===== src/sv/cartridge_bank_switch_mapper_defines.svh =====
// Assertion macros shared by the mapper RTL.
`ifndef CARTRIDGE_BANK_SWITCH_MAPPER_DEFINES_SVH
`define CARTRIDGE_BANK_SWITCH_MAPPER_DEFINES_SVH

`ifndef SYNTH

// Property checked on every rising clock edge while reset is low.
`define CBSM_ASSERT(label, clk, rst, prop, msg) \
   label: assert property (@(posedge clk) disable iff (rst) (prop)) else $error(msg);

// Property checked on every rising clock edge, reset included.
`define CBSM_ASSERT_ALWAYS(label, clk, prop, msg) \
   label: assert property (@(posedge clk) (prop)) else $error(msg);

`else

`define CBSM_ASSERT(label, clk, rst, prop, msg)
`define CBSM_ASSERT_ALWAYS(label, clk, prop, msg)

`endif

`endif


===== src/sv/cbsm_pkg.sv =====
`default_nettype none

package cbsm_pkg;

   // Field widths of the bus access and of the result.
   localparam int ADDR_W = 16;
   localparam int DATA_W = 8;
   localparam int MAP_W  = 17;
   localparam int KIND_W = 2;
   localparam int TGT_W  = 3;
   localparam int SEL_W  = 3;

   // Number of switchable banks.
   localparam int PRG_BANKS = 2;
   localparam int CHR_BANKS = 6;

   // Register decode: address under the mask selects selector or bank data.
   localparam logic [ADDR_W-1:0] REG_ADDR_MASK = 16'hE001;
   localparam logic [ADDR_W-1:0] SEL_REG_ADDR  = 16'h8000;
   localparam logic [ADDR_W-1:0] BANK_REG_ADDR = 16'h8001;

   // Program banks fixed in the last two slots.
   localparam logic [3:0] PRG_FIXED_SLOT2 = 4'hE;
   localparam logic [3:0] PRG_FIXED_SLOT3 = 4'hF;

   // Selector codes: two 2 KiB character banks, four 1 KiB, two program.
   localparam logic [SEL_W-1:0] SEL_CHR_2K_FIRST = 3'd0;
   localparam logic [SEL_W-1:0] SEL_CHR_2K_LAST  = 3'd1;
   localparam logic [SEL_W-1:0] SEL_CHR_1K_FIRST = 3'd2;
   localparam logic [SEL_W-1:0] SEL_CHR_1K_LAST  = 3'd5;
   localparam logic [SEL_W-1:0] CHR_1K_BASE      = 3'd2;

   typedef enum logic [KIND_W-1:0] {
      REQ_PRG_READ  = 2'd0,
      REQ_PRG_WRITE = 2'd1,
      REQ_CHR_READ  = 2'd2,
      REQ_CHR_WRITE = 2'd3
   } req_kind_type;

   typedef enum logic [TGT_W-1:0] {
      TGT_PRG_ROM  = 3'd0,
      TGT_CHR_ROM  = 3'd1,
      TGT_CONS_RAM = 3'd2,
      TGT_CART_RAM = 3'd3,
      TGT_NONE     = 3'd4
   } target_type;

   // Register write request from the decode to the bank registers.
   typedef struct packed {
      logic              sel_we;
      logic              bank_we;
      logic [DATA_W-1:0] data;
   } bank_wr_type;

   // One translated access.
   typedef struct packed {
      target_type        target;
      logic [MAP_W-1:0]  mapped_address;
      logic              write_enable;
      logic [DATA_W-1:0] data_out;
   } rsp_type;

endpackage

`default_nettype wire


===== src/sv/cartridge_bank_switch_mapper.sv =====
// Throughput: one request per cycle while the result channel is not stalled;
// each request takes one pass through the address decode between the
// request register and the result register.
// Reset (synchronous, active high) clears both valid flags, the bank
// selector and all bank registers to zero.
`default_nettype none

`include "cartridge_bank_switch_mapper_defines.svh"

module cartridge_bank_switch_mapper #(
   parameter int PRG_BANK_BITS = 4,
   parameter int CHR_BANK_BITS = 6
) (
   input  wire         clock,
   input  wire         reset,
   // Request channel.
   input  wire         req_tvalid,
   output logic        req_tready,
   input  wire  [23:0] req_tdata,   // bus_address[15:0], bus_data[23:16]
   input  wire  [1:0]  req_tuser,   // req_type[1:0]
   // Result channel.
   output logic        rsp_tvalid,
   input  wire         rsp_tready,
   output logic [31:0] rsp_tdata,   // mapped_address[16:0], write_enable[17],
                                    // data_out[25:18], zero[31:26]
   output logic [2:0]  rsp_tuser    // target[2:0]
);
   import cbsm_pkg::*;

   logic                                     req_valid_ff;
   logic                                     req_valid_in;
   req_kind_type                             req_kind_ff;
   logic [ADDR_W-1:0]                        req_addr_ff;
   logic [DATA_W-1:0]                        req_data_ff;
   logic                                     rsp_valid_ff;
   logic                                     rsp_valid_in;
   rsp_type                                  rsp_ff;
   rsp_type                                  xlate_rsp;
   bank_wr_type                              xlate_wr;
   bank_wr_type                              bank_wr;
   logic                                     advance;
   logic                                     req_take;
   logic [PRG_BANKS-1:0][PRG_BANK_BITS-1:0]  prg_bank;
   logic [CHR_BANKS-1:0][CHR_BANK_BITS-1:0]  chr_bank;

   // Handshake: the request register moves on whenever the result slot frees.
   assign advance      = req_valid_ff && (!rsp_valid_ff || rsp_tready);
   assign req_tready   = !req_valid_ff || advance;
   assign req_take     = req_tvalid && req_tready;
   assign req_valid_in = req_take || (req_valid_ff && !advance);
   assign rsp_valid_in = advance || (rsp_valid_ff && !rsp_tready);

   always_ff @(posedge clock) begin
      if (reset) begin
         req_valid_ff <= 1'b0;
         rsp_valid_ff <= 1'b0;
      end else begin
         req_valid_ff <= req_valid_in;
         rsp_valid_ff <= rsp_valid_in;
      end
   end

   // Request payload register.
   always_ff @(posedge clock) begin
      if (req_take) begin
         req_kind_ff <= req_kind_type'(req_tuser);
         req_addr_ff <= req_tdata[15:0];
         req_data_ff <= req_tdata[23:16];
      end
   end

   cbsm_translate #(
      .PRG_BANK_BITS (PRG_BANK_BITS),
      .CHR_BANK_BITS (CHR_BANK_BITS)
   ) u_translate (
      .kind        (req_kind_ff),
      .bus_address (req_addr_ff),
      .bus_data    (req_data_ff),
      .prg_bank    (prg_bank),
      .chr_bank    (chr_bank),
      .rsp         (xlate_rsp),
      .wr          (xlate_wr)
   );

   // Register writes take effect only as their request leaves the stage.
   always_comb begin
      bank_wr         = xlate_wr;
      bank_wr.sel_we  = xlate_wr.sel_we && advance;
      bank_wr.bank_we = xlate_wr.bank_we && advance;
   end

   cbsm_bank_regs #(
      .PRG_BANK_BITS (PRG_BANK_BITS),
      .CHR_BANK_BITS (CHR_BANK_BITS)
   ) u_bank_regs (
      .clock    (clock),
      .reset    (reset),
      .wr       (bank_wr),
      .prg_bank (prg_bank),
      .chr_bank (chr_bank)
   );

   // Result register.
   always_ff @(posedge clock) begin
      if (advance) begin
         rsp_ff <= xlate_rsp;
      end
   end

   assign rsp_tvalid = rsp_valid_ff;
   assign rsp_tuser  = rsp_ff.target;
   assign rsp_tdata  = {6'b0, rsp_ff.data_out, rsp_ff.write_enable, rsp_ff.mapped_address};

   // Only nametable RAM is ever written.
   `CBSM_ASSERT(a_we_ram_only, clock, reset,
      rsp_valid_ff && rsp_ff.write_enable |->
         (rsp_ff.target == TGT_CONS_RAM || rsp_ff.target == TGT_CART_RAM),
      "write enable on non-RAM target")
   // An access that reaches nothing carries a zero address.
   `CBSM_ASSERT(a_none_zero_addr, clock, reset,
      rsp_valid_ff && rsp_ff.target == TGT_NONE |-> rsp_ff.mapped_address == '0,
      "nonzero address with no target")
   // A held request stays in place until it can move on.
   `CBSM_ASSERT(a_req_hold, clock, reset,
      req_valid_ff && !advance |=> req_valid_ff && $stable(req_addr_ff)
         && $stable(req_data_ff),
      "held request lost or changed")
   // Bank registers are written only while a request moves on.
   `CBSM_ASSERT(a_wr_on_advance, clock, reset,
      !(bank_wr.sel_we || bank_wr.bank_we) || advance, "register write without advance")

endmodule

`default_nettype wire


===== src/sv/cbsm_bank_regs.sv =====
`default_nettype none

`include "cartridge_bank_switch_mapper_defines.svh"

module cbsm_bank_regs #(
   parameter int PRG_BANK_BITS = 4,
   parameter int CHR_BANK_BITS = 6
) (
   input  wire                                                    clock,
   input  wire                                                    reset,
   input  cbsm_pkg::bank_wr_type                                  wr,
   output logic [cbsm_pkg::PRG_BANKS-1:0][PRG_BANK_BITS-1:0]      prg_bank,
   output logic [cbsm_pkg::CHR_BANKS-1:0][CHR_BANK_BITS-1:0]      chr_bank
);
   import cbsm_pkg::*;

   logic [SEL_W-1:0]                         selector_ff;
   logic [SEL_W-1:0]                         selector_in;
   logic [PRG_BANKS-1:0][PRG_BANK_BITS-1:0]  prg_ff;
   logic [PRG_BANKS-1:0][PRG_BANK_BITS-1:0]  prg_in;
   logic [CHR_BANKS-1:0][CHR_BANK_BITS-1:0]  chr_ff;
   logic [CHR_BANKS-1:0][CHR_BANK_BITS-1:0]  chr_in;

   // Selector write, then a data write to the bank the selector names.
   always_comb begin
      selector_in = selector_ff;
      prg_in      = prg_ff;
      chr_in      = chr_ff;
      if (wr.sel_we) begin
         selector_in = wr.data[SEL_W-1:0];
      end
      if (wr.bank_we) begin
         if (selector_ff inside {[SEL_CHR_2K_FIRST:SEL_CHR_2K_LAST]}) begin
            // 2 KiB banks keep an even bank number.
            chr_in[selector_ff]    = wr.data[CHR_BANK_BITS-1:0];
            chr_in[selector_ff][0] = 1'b0;
         end else if (selector_ff inside {[SEL_CHR_1K_FIRST:SEL_CHR_1K_LAST]}) begin
            chr_in[selector_ff] = wr.data[CHR_BANK_BITS-1:0];
         end else begin
            prg_in[selector_ff[0]] = wr.data[PRG_BANK_BITS-1:0];
         end
      end
   end

   always_ff @(posedge clock) begin
      if (reset) begin
         selector_ff <= '0;
         prg_ff      <= '0;
         chr_ff      <= '0;
      end else begin
         selector_ff <= selector_in;
         prg_ff      <= prg_in;
         chr_ff      <= chr_in;
      end
   end

   assign prg_bank = prg_ff;
   assign chr_bank = chr_ff;

   // The 2 KiB bank registers never hold an odd bank.
   `CBSM_ASSERT(a_chr_2k_even, clock, reset,
      chr_ff[0][0] == 1'b0 && chr_ff[1][0] == 1'b0, "odd 2 KiB character bank")
   // Bank registers move only on a bank data write.
   `CBSM_ASSERT(a_bank_stable, clock, reset,
      !wr.bank_we |=> $stable(chr_ff) && $stable(prg_ff), "bank changed without write")
   // The selector moves only on a selector write.
   `CBSM_ASSERT(a_sel_stable, clock, reset,
      !wr.sel_we |=> $stable(selector_ff), "selector changed without write")

endmodule

`default_nettype wire


===== src/sv/cbsm_translate.sv =====
`default_nettype none

module cbsm_translate #(
   parameter int PRG_BANK_BITS = 4,
   parameter int CHR_BANK_BITS = 6
) (
   input  cbsm_pkg::req_kind_type                                 kind,
   input  wire  [cbsm_pkg::ADDR_W-1:0]                            bus_address,
   input  wire  [cbsm_pkg::DATA_W-1:0]                            bus_data,
   input  wire  [cbsm_pkg::PRG_BANKS-1:0][PRG_BANK_BITS-1:0]      prg_bank,
   input  wire  [cbsm_pkg::CHR_BANKS-1:0][CHR_BANK_BITS-1:0]      chr_bank,
   output cbsm_pkg::rsp_type                                      rsp,
   output cbsm_pkg::bank_wr_type                                  wr
);
   import cbsm_pkg::*;

   logic [PRG_BANK_BITS-1:0] prg_sel_bank;
   logic [SEL_W-1:0]         chr_1k_idx;
   logic [ADDR_W-1:0]        reg_match;

   // Program slot to bank: two switchable slots, then banks 14 and 15.
   always_comb begin
      case (bus_address[14:13])
         2'd0:    prg_sel_bank = prg_bank[0];
         2'd1:    prg_sel_bank = prg_bank[1];
         2'd2:    prg_sel_bank = PRG_BANK_BITS'(PRG_FIXED_SLOT2);
         default: prg_sel_bank = PRG_BANK_BITS'(PRG_FIXED_SLOT3);
      endcase
   end

   assign chr_1k_idx = CHR_1K_BASE + {1'b0, bus_address[11:10]};
   assign reg_match  = bus_address & REG_ADDR_MASK;

   // Decode the access kind and address range into a target and address.
   always_comb begin
      rsp.target         = TGT_NONE;
      rsp.mapped_address = '0;
      rsp.write_enable   = 1'b0;
      rsp.data_out       = bus_data;
      wr.sel_we          = 1'b0;
      wr.bank_we         = 1'b0;
      wr.data            = bus_data;
      case (kind)
         REQ_PRG_READ: begin
            if (bus_address[15]) begin
               rsp.target         = TGT_PRG_ROM;
               rsp.mapped_address = MAP_W'({prg_sel_bank, bus_address[12:0]});
               rsp.data_out       = '0;
            end
         end
         REQ_PRG_WRITE: begin
            wr.sel_we  = (reg_match == SEL_REG_ADDR);
            wr.bank_we = (reg_match == BANK_REG_ADDR);
         end
         REQ_CHR_READ, REQ_CHR_WRITE: begin
            if (bus_address[15:13] == 3'd0) begin
               // Pattern area: ROM, read only.
               if (kind == REQ_CHR_READ) begin
                  rsp.target   = TGT_CHR_ROM;
                  rsp.data_out = '0;
                  if (!bus_address[12]) begin
                     // The 2 KiB bank counts in 1 KiB units and overlaps the offset.
                     rsp.mapped_address =
                        MAP_W'({chr_bank[bus_address[11]], 10'b0}) |
                        MAP_W'(bus_address[10:0]);
                  end else begin
                     rsp.mapped_address =
                        MAP_W'({chr_bank[chr_1k_idx], bus_address[9:0]});
                  end
               end
            end else if (bus_address[15:12] == 4'h2) begin
               // Nametable area: lower half console RAM, upper half cartridge RAM.
               rsp.target         = bus_address[11] ? TGT_CART_RAM : TGT_CONS_RAM;
               rsp.mapped_address = MAP_W'(bus_address[10:0]);
               if (kind == REQ_CHR_WRITE) begin
                  rsp.write_enable = 1'b1;
               end else begin
                  rsp.data_out = '0;
               end
            end
         end
         default: begin
            rsp.target = TGT_NONE;
         end
      endcase
   end

endmodule

`default_nettype wire

===== config.mk =====
export PLATFORM = sky130hd
export DESIGN_NAME = cartridge_bank_switch_mapper
export DESIGN_NICKNAME = d
export VERILOG_FILES = /design/src/sv/cbsm_pkg.sv /design/src/sv/cartridge_bank_switch_mapper.sv /design/src/sv/cbsm_bank_regs.sv /design/src/sv/cbsm_translate.sv
export VERILOG_INCLUDE_DIRS = /design/src /design/src/sv
export SDC_FILE = /design/constraint.sdc
export NUM_CORES = 1
export LEC_CHECK = 0
export BUFFER_PORTS_ARGS = -buffer_cell sky130_fd_sc_hd__buf_2
export CORE_MARGIN = 2
export CORE_UTILIZATION = 60
export CTS_CLUSTER_DIAMETER = 150
export CTS_CLUSTER_SIZE = 20
export DETAILED_ROUTE_END_ITERATION = 16
export GPL_TIMING_DRIVEN = 0
export PLACE_DENSITY = 0.87
export SETUP_SLACK_MARGIN = 0.2
export SYNTH_ARGS = -nofsm -noshare
export SYNTH_HDL_FRONTEND = slang
export SYNTH_SLANG_ARGS = --single-unit

===== constraint.sdc =====
create_clock -name clock -period 5.4 [get_ports clock]
set_clock_uncertainty 0.2 [all_clocks]
set_input_delay 0.27 -clock clock [delete_from_list [all_inputs] [get_ports clock]]
set_output_delay 0.27 -clock clock [all_outputs]
set_load 0.05 [all_outputs]

* Word-level counts from Yosys, hierarchy flattened
Cells that the tools add are included.
Cells by class: add/sub/neg operators 1, $lt $le $gt $ge 10, eq/ne operators 8, multiplexer cells 29, bitwise operators 7, reduce and logical (&&, ||, !) cells 26
Operators with widths (count):
- $mux 36 | 2
- $mux 20 | 3
- $pmux 20 s2 | 1
- $and 36x36->36 | 1
- $bwmux 36 | 1
- $demux 6 s3 | 2
- $not 36->36 | 1
- $mux 8 | 4
- $mux 29 | 1
- $mux 6 | 4
- $bmux 6 s3 | 1
- $mux 17 | 1
- $or 16x11->16 | 1
- $pmux 8 s2 | 1
- $pmux 4 s3 | 1
- $logic_and 1x1->1 | 10
- $bwmux 8 | 1
- $eq 4x4->1 const B | 2
- $lt 3x4->1 const B | 2
- $eq 2x2->1 const B | 3
- $ge 3x1->1 const B | 2
- $demux 4 s1 | 1
- $eq 2x1->1 const B | 2
- $eq 4x2->1 const B | 1
- 20 further kinds | 32
Word-level totals: flip-flop bits (word level) 104, input port bits 30, output and inout bits 37, word-level logic and storage cells 99

* Longest topological paths before layout
word-level depth 7, gate-level depth with buffers 7, depth with buffers taken out 4

* Modules after synthesis
A second synthesis with hierarchy kept.
Second synthesis, totals: cell total of the unflattened synthesis 342, area, all modules 4419.2 um^2
By module, submodules not included:
- cbsm_bank_regs | times used 1, cells an instance 170, area each 1889.3 um^2, seq. area each 940.9 um^2
- cartridge_bank_switch_mapper | times used 1, cells an instance 74, area each 1815.5 um^2, seq. area each 1691.6 um^2
- cbsm_translate | times used 1, cells an instance 98, area each 714.4 um^2, seq. area each 0.0 um^2

* Worst setup path after synthesis
OpenSTA, ideal clock, no wires.
kind register -> register, from reg rsp_valid_ff, in the netlist rsp_tvalid, to reg req_addr_ff[0] (enable), setup time 0.372 ns, data arrival time 1.950 ns, data required time 4.828 ns, setup slack 2.878 ns, stages on the path, launching flop included 4, path buffers 0, clock period less this slack 2.522 ns, cell sequence dfxtp_1 nor2b_1 nand2_1 and2_1
On the way: longest elaborated chain between the ends 5
RTL lines:
- from (decl) | line cartridge_bank_switch_mapper.sv:35 | logic rsp_valid_ff;
- from (signal assigned) | line cartridge_bank_switch_mapper.sv:59 | rsp_valid_ff <= rsp_valid_in;
- $logic_not 1->1 | line cartridge_bank_switch_mapper.sv:47 | assign advance = req_valid_ff && (!rsp_valid_ff || rsp_tready);
- $logic_or 1x1->1 | line cartridge_bank_switch_mapper.sv:47
- $logic_and 1x1->1 | line cartridge_bank_switch_mapper.sv:47
- $logic_or 1x1->1 | line cartridge_bank_switch_mapper.sv:48 | assign req_tready = !req_valid_ff || advance;
- named net req_tready | line cartridge_bank_switch_mapper.sv:18 | output logic req_tready,
- $logic_and 1x1->1 | line cartridge_bank_switch_mapper.sv:49 | assign req_take = req_tvalid && req_tready;
- named net req_take | line cartridge_bank_switch_mapper.sv:42 | logic req_take;
- to (signal assigned) | line cartridge_bank_switch_mapper.sv:67 | req_addr_ff <= req_tdata[15:0];
- to (decl) | line cartridge_bank_switch_mapper.sv:33 | logic [ADDR_W-1:0] req_addr_ff;
The timed path passes the listed nets, and every way through them passes these cells. A chain may end at the register's enable or synchronous reset.

* Final worst setup path
from reg rsp_valid_ff, in the netlist rsp_tvalid, to reg rsp_ff (netlist bit rsp_tdata[14]) (enable)
On the way: longest elaborated chain between the ends 3
RTL lines:
- $logic_not 1->1 | line cartridge_bank_switch_mapper.sv:47
- $logic_or 1x1->1 | line cartridge_bank_switch_mapper.sv:47
- $logic_and 1x1->1 | line cartridge_bank_switch_mapper.sv:47
- named net advance | line cartridge_bank_switch_mapper.sv:41 | logic advance;
- to (signal assigned) | line cartridge_bank_switch_mapper.sv:106 | rsp_ff <= xlate_rsp;
- to (decl) | line cartridge_bank_switch_mapper.sv:37 | rsp_type rsp_ff;
The timed path passes the listed nets, and every way through them passes these cells.

==> reports/qor.yml <==
placed_cells: 497
area_growth_syn_to_layout_pct: 21.33
power.internal_mw: 1.176
yosysSeqAreaShare: 0.6074
ys_seq_elements: 104
grt_overflow: 0
use_met2: 0.4518
diodes: 0
pwr-share-seq: 0.556
whs_ps: 78.94
synthFlopType: "edfxtp_1"
slew_headroom: 0.05702
finalSetupViolCount: 0
wl_um: 9662
design.core.area_um2: 6907
use_met1: 0.3092
syn_area_um2: 4334
setup.worst_path.start_class: "flip-flop"
postLayoutCellArea_um2: 5259
multi_input_area_um2: 1585
grtUsageTotal: 0.2601
p_sw_mw: 0.3874
grt_pass1_vias: 3080
worst_pin_slew_ps: 1414
hold_path.class: "input port to flip-flop"
synth_edf_count: 55
die_w_um: 88.99
maxCapViolCount: 0
via_per_inst: 5.383
seqCellArea_um2: 2633
dp_worst_setup_slack_ps: 3250
clk_pin_slew_ps: 100
cts_made_buffers: 9
tns_ps: 0
irDropWorstVdd_mv: 0.2235
clock_sinks: 104
hold_viol: 0
powerDensity_nw_per_um2: 297.3
drt-wirelength-per-cell_um: 17.89
clkPwrFrac: 0.343
fmax_ghz: 0.4512
syn_inst: 337
num_vias: 2907
asyncSetResetFlopFracSynth: 0
cp.required_ps: 5180
core.rowCount: 30
cts_root_buf: "clkbuf_8"
fin_crit_sh: 0.4104
htree_num_levels: 3
leakage_nw: 2.223
place_congestion: 0.8223
final.setup.worst_slack_ps: 3184
tritoncts: "built"
drive_above_1_share: 0.2523
die-area_um2: 7919
postPlaceCellArea_um2: 4768
rsz0062_at_grt: "false"
status: "finished clean"
met3_usage: 0.06648
drt_iter0_markers: 226
grt_max_degree: 30
nFillCells: 439
path_max_fanout: 29
worstPathArrival_ps: 1990
ys_types: 39
nNetsFinal: 469
fin_cells: 540
syn_avg_cell_area_um2: 12.86
yosysWarnings: 0
endpoint_kind: "flip-flop"
hpwl_um: 6054
start_util: 0.6275
antenna_found_initial: 0
die_height_um: 88.99
pwr-share-comb: 0.101
numPortBuffers: 59
antenna_left: 0
slew_violations: 0
drc_errors: 0
swShare: 0.2477
grt_first_pass_wirelength_um: 15090
num_io_pins: 67
dr.pass1.iters: 5
setup.worst_path.class: "flip-flop to flip-flop"
clk_latency_ps: 370
grt_busiest_layer: "met2"
period_needed_ps: 2216
clk_path_buf_depth: 2
==> area by class of cell <==
cell class | count | share of cell area
flip-flops and latches | 104 | 0.5006
clock buffers | 10 | 0.02427
clock inverters | 6 | 0.01761
multi-input cells | 213 | 0.3015
well taps | 96 | 0.02284
repair buffers | 86 | 0.1075
plain buffers | 24 | 0.02498
inverters | 1 | 0.0007138
==> critical path, cell delays in order (launching register included) <==
cell and delay [ps]:
dfxtp_1 350, nand2b_1 160, and2_1 1110
==> through the flow <==
step,power (mW),util
floorplan,0.9864,-
global placement,1.022,0.6904
detailed placement,1.026,0.6904
CTS,1.555,0.7614
global route,1.604,0.7614
finish,1.564,0.7614
==> flip-flops by register name (all words and copies together) (netlist names) <==
register	flops
req_kind_ff	2
req_data_ff	8
rsp_tvalid	1
u_bank_regs.chr_bank	36
req_addr_ff	16
rsp_tdata	26
u_bank_regs.prg_bank	8
req_valid_ff	1
rsp_tuser	3
u_bank_regs.selector_ff	3
==> worst paths after layout <==
check	start	endpoint	slack [ps]	cells after the start
setup / recovery	rsp_tvalid$_SDFF_PP0_	rsp_tdata[14]$_SDFFCE_PP0P_	3180	2
hold / removal	rsp_tready	rsp_tvalid$_SDFF_PP0_	80	4
setup reg to reg	rsp_tvalid$_SDFF_PP0_	rsp_tdata[14]$_SDFFCE_PP0P_	3180	2
hold reg to reg	u_bank_regs.chr_bank[23]$_SDFFE_PP0P_	u_bank_regs.chr_bank[23]$_SDFFE_PP0P_	280	2
==> repair_timing <==
item / CTS / global route
gates resized for setup: 0 / 0
setup buffers: 0 / 0
hold buffers: 27 / 0
endpoints found under the hold margin: 27 / 0
==> synth_stat cells, drive strengths merged (4+ instances only) <==
cell | n | area [um2]
edfxtp | 55 | 1652
nand2b | 52 | 332.8
dfxtp | 49 | 980.9
mux2i | 47 | 470.5
nor2b | 23 | 143.9
buf | 17 | 105.1
nand2 | 14 | 60.06
mux2 | 13 | 146.4
nor2 | 11 | 43.80
o22ai | 8 | 50.05
clkbuf | 7 | 26.28
a21oi | 5 | 25.02
o21ai | 5 | 25.02
a211oi | 4 | 30.03
and2 | 4 | 25.02
nor3b | 4 | 35.03
==> cells in the final DEF (no fill, tap or decap), drive strengths merged, types with 4 or more instances in the layout <==
master / count
and2: 4
dfxtp: 49
dlygate4sd3: 27
clkbuf: 17
a211oi: 4
o21ai: 5
nand2: 14
a21oi: 5
edfxtp: 55
mux2: 13
o22ai: 8
nor2b: 23
buf: 76
nand2b: 52
mux2i: 47
nor3b: 4
conb: 6
nor2: 11
==> metal layers <==
layer	share of wire	wire length [um]
met1	0.39	3767
met5	0	0
met3	0.061	586
met4	0.019	180
met2	0.53	5128
==> cells by family after synthesis <==
| family | after synthesis | synth area share |
|---|---|---|
| flops | 104 | 0.6074 |
| compound gates | 25 | 0.03522 |
| buf+inv | 25 | 0.03118 |
| mux | 62 | 0.1527 |
| other cells | 1 | 0.0008652 |
| simple gates | 120 | 0.1726 |
==> power groups by stage <==
| stage | Combinational (mW) | Clock [mW] | Sequential, mW |
|---|---|---|---|
| final | 0.158 | 0.537 | 0.869 |
| after global routing | 0.167 | 0.565 | 0.872 |
| after CTS | 0.156 | 0.531 | 0.868 |
| after detailed placement | 0.140 | 0 | 0.886 |
| after global placement | 0.138 | 0 | 0.885 |
| after floorplan | 0.0613 | 0 | 0.925 |
(Power assumes the default switching activity.)
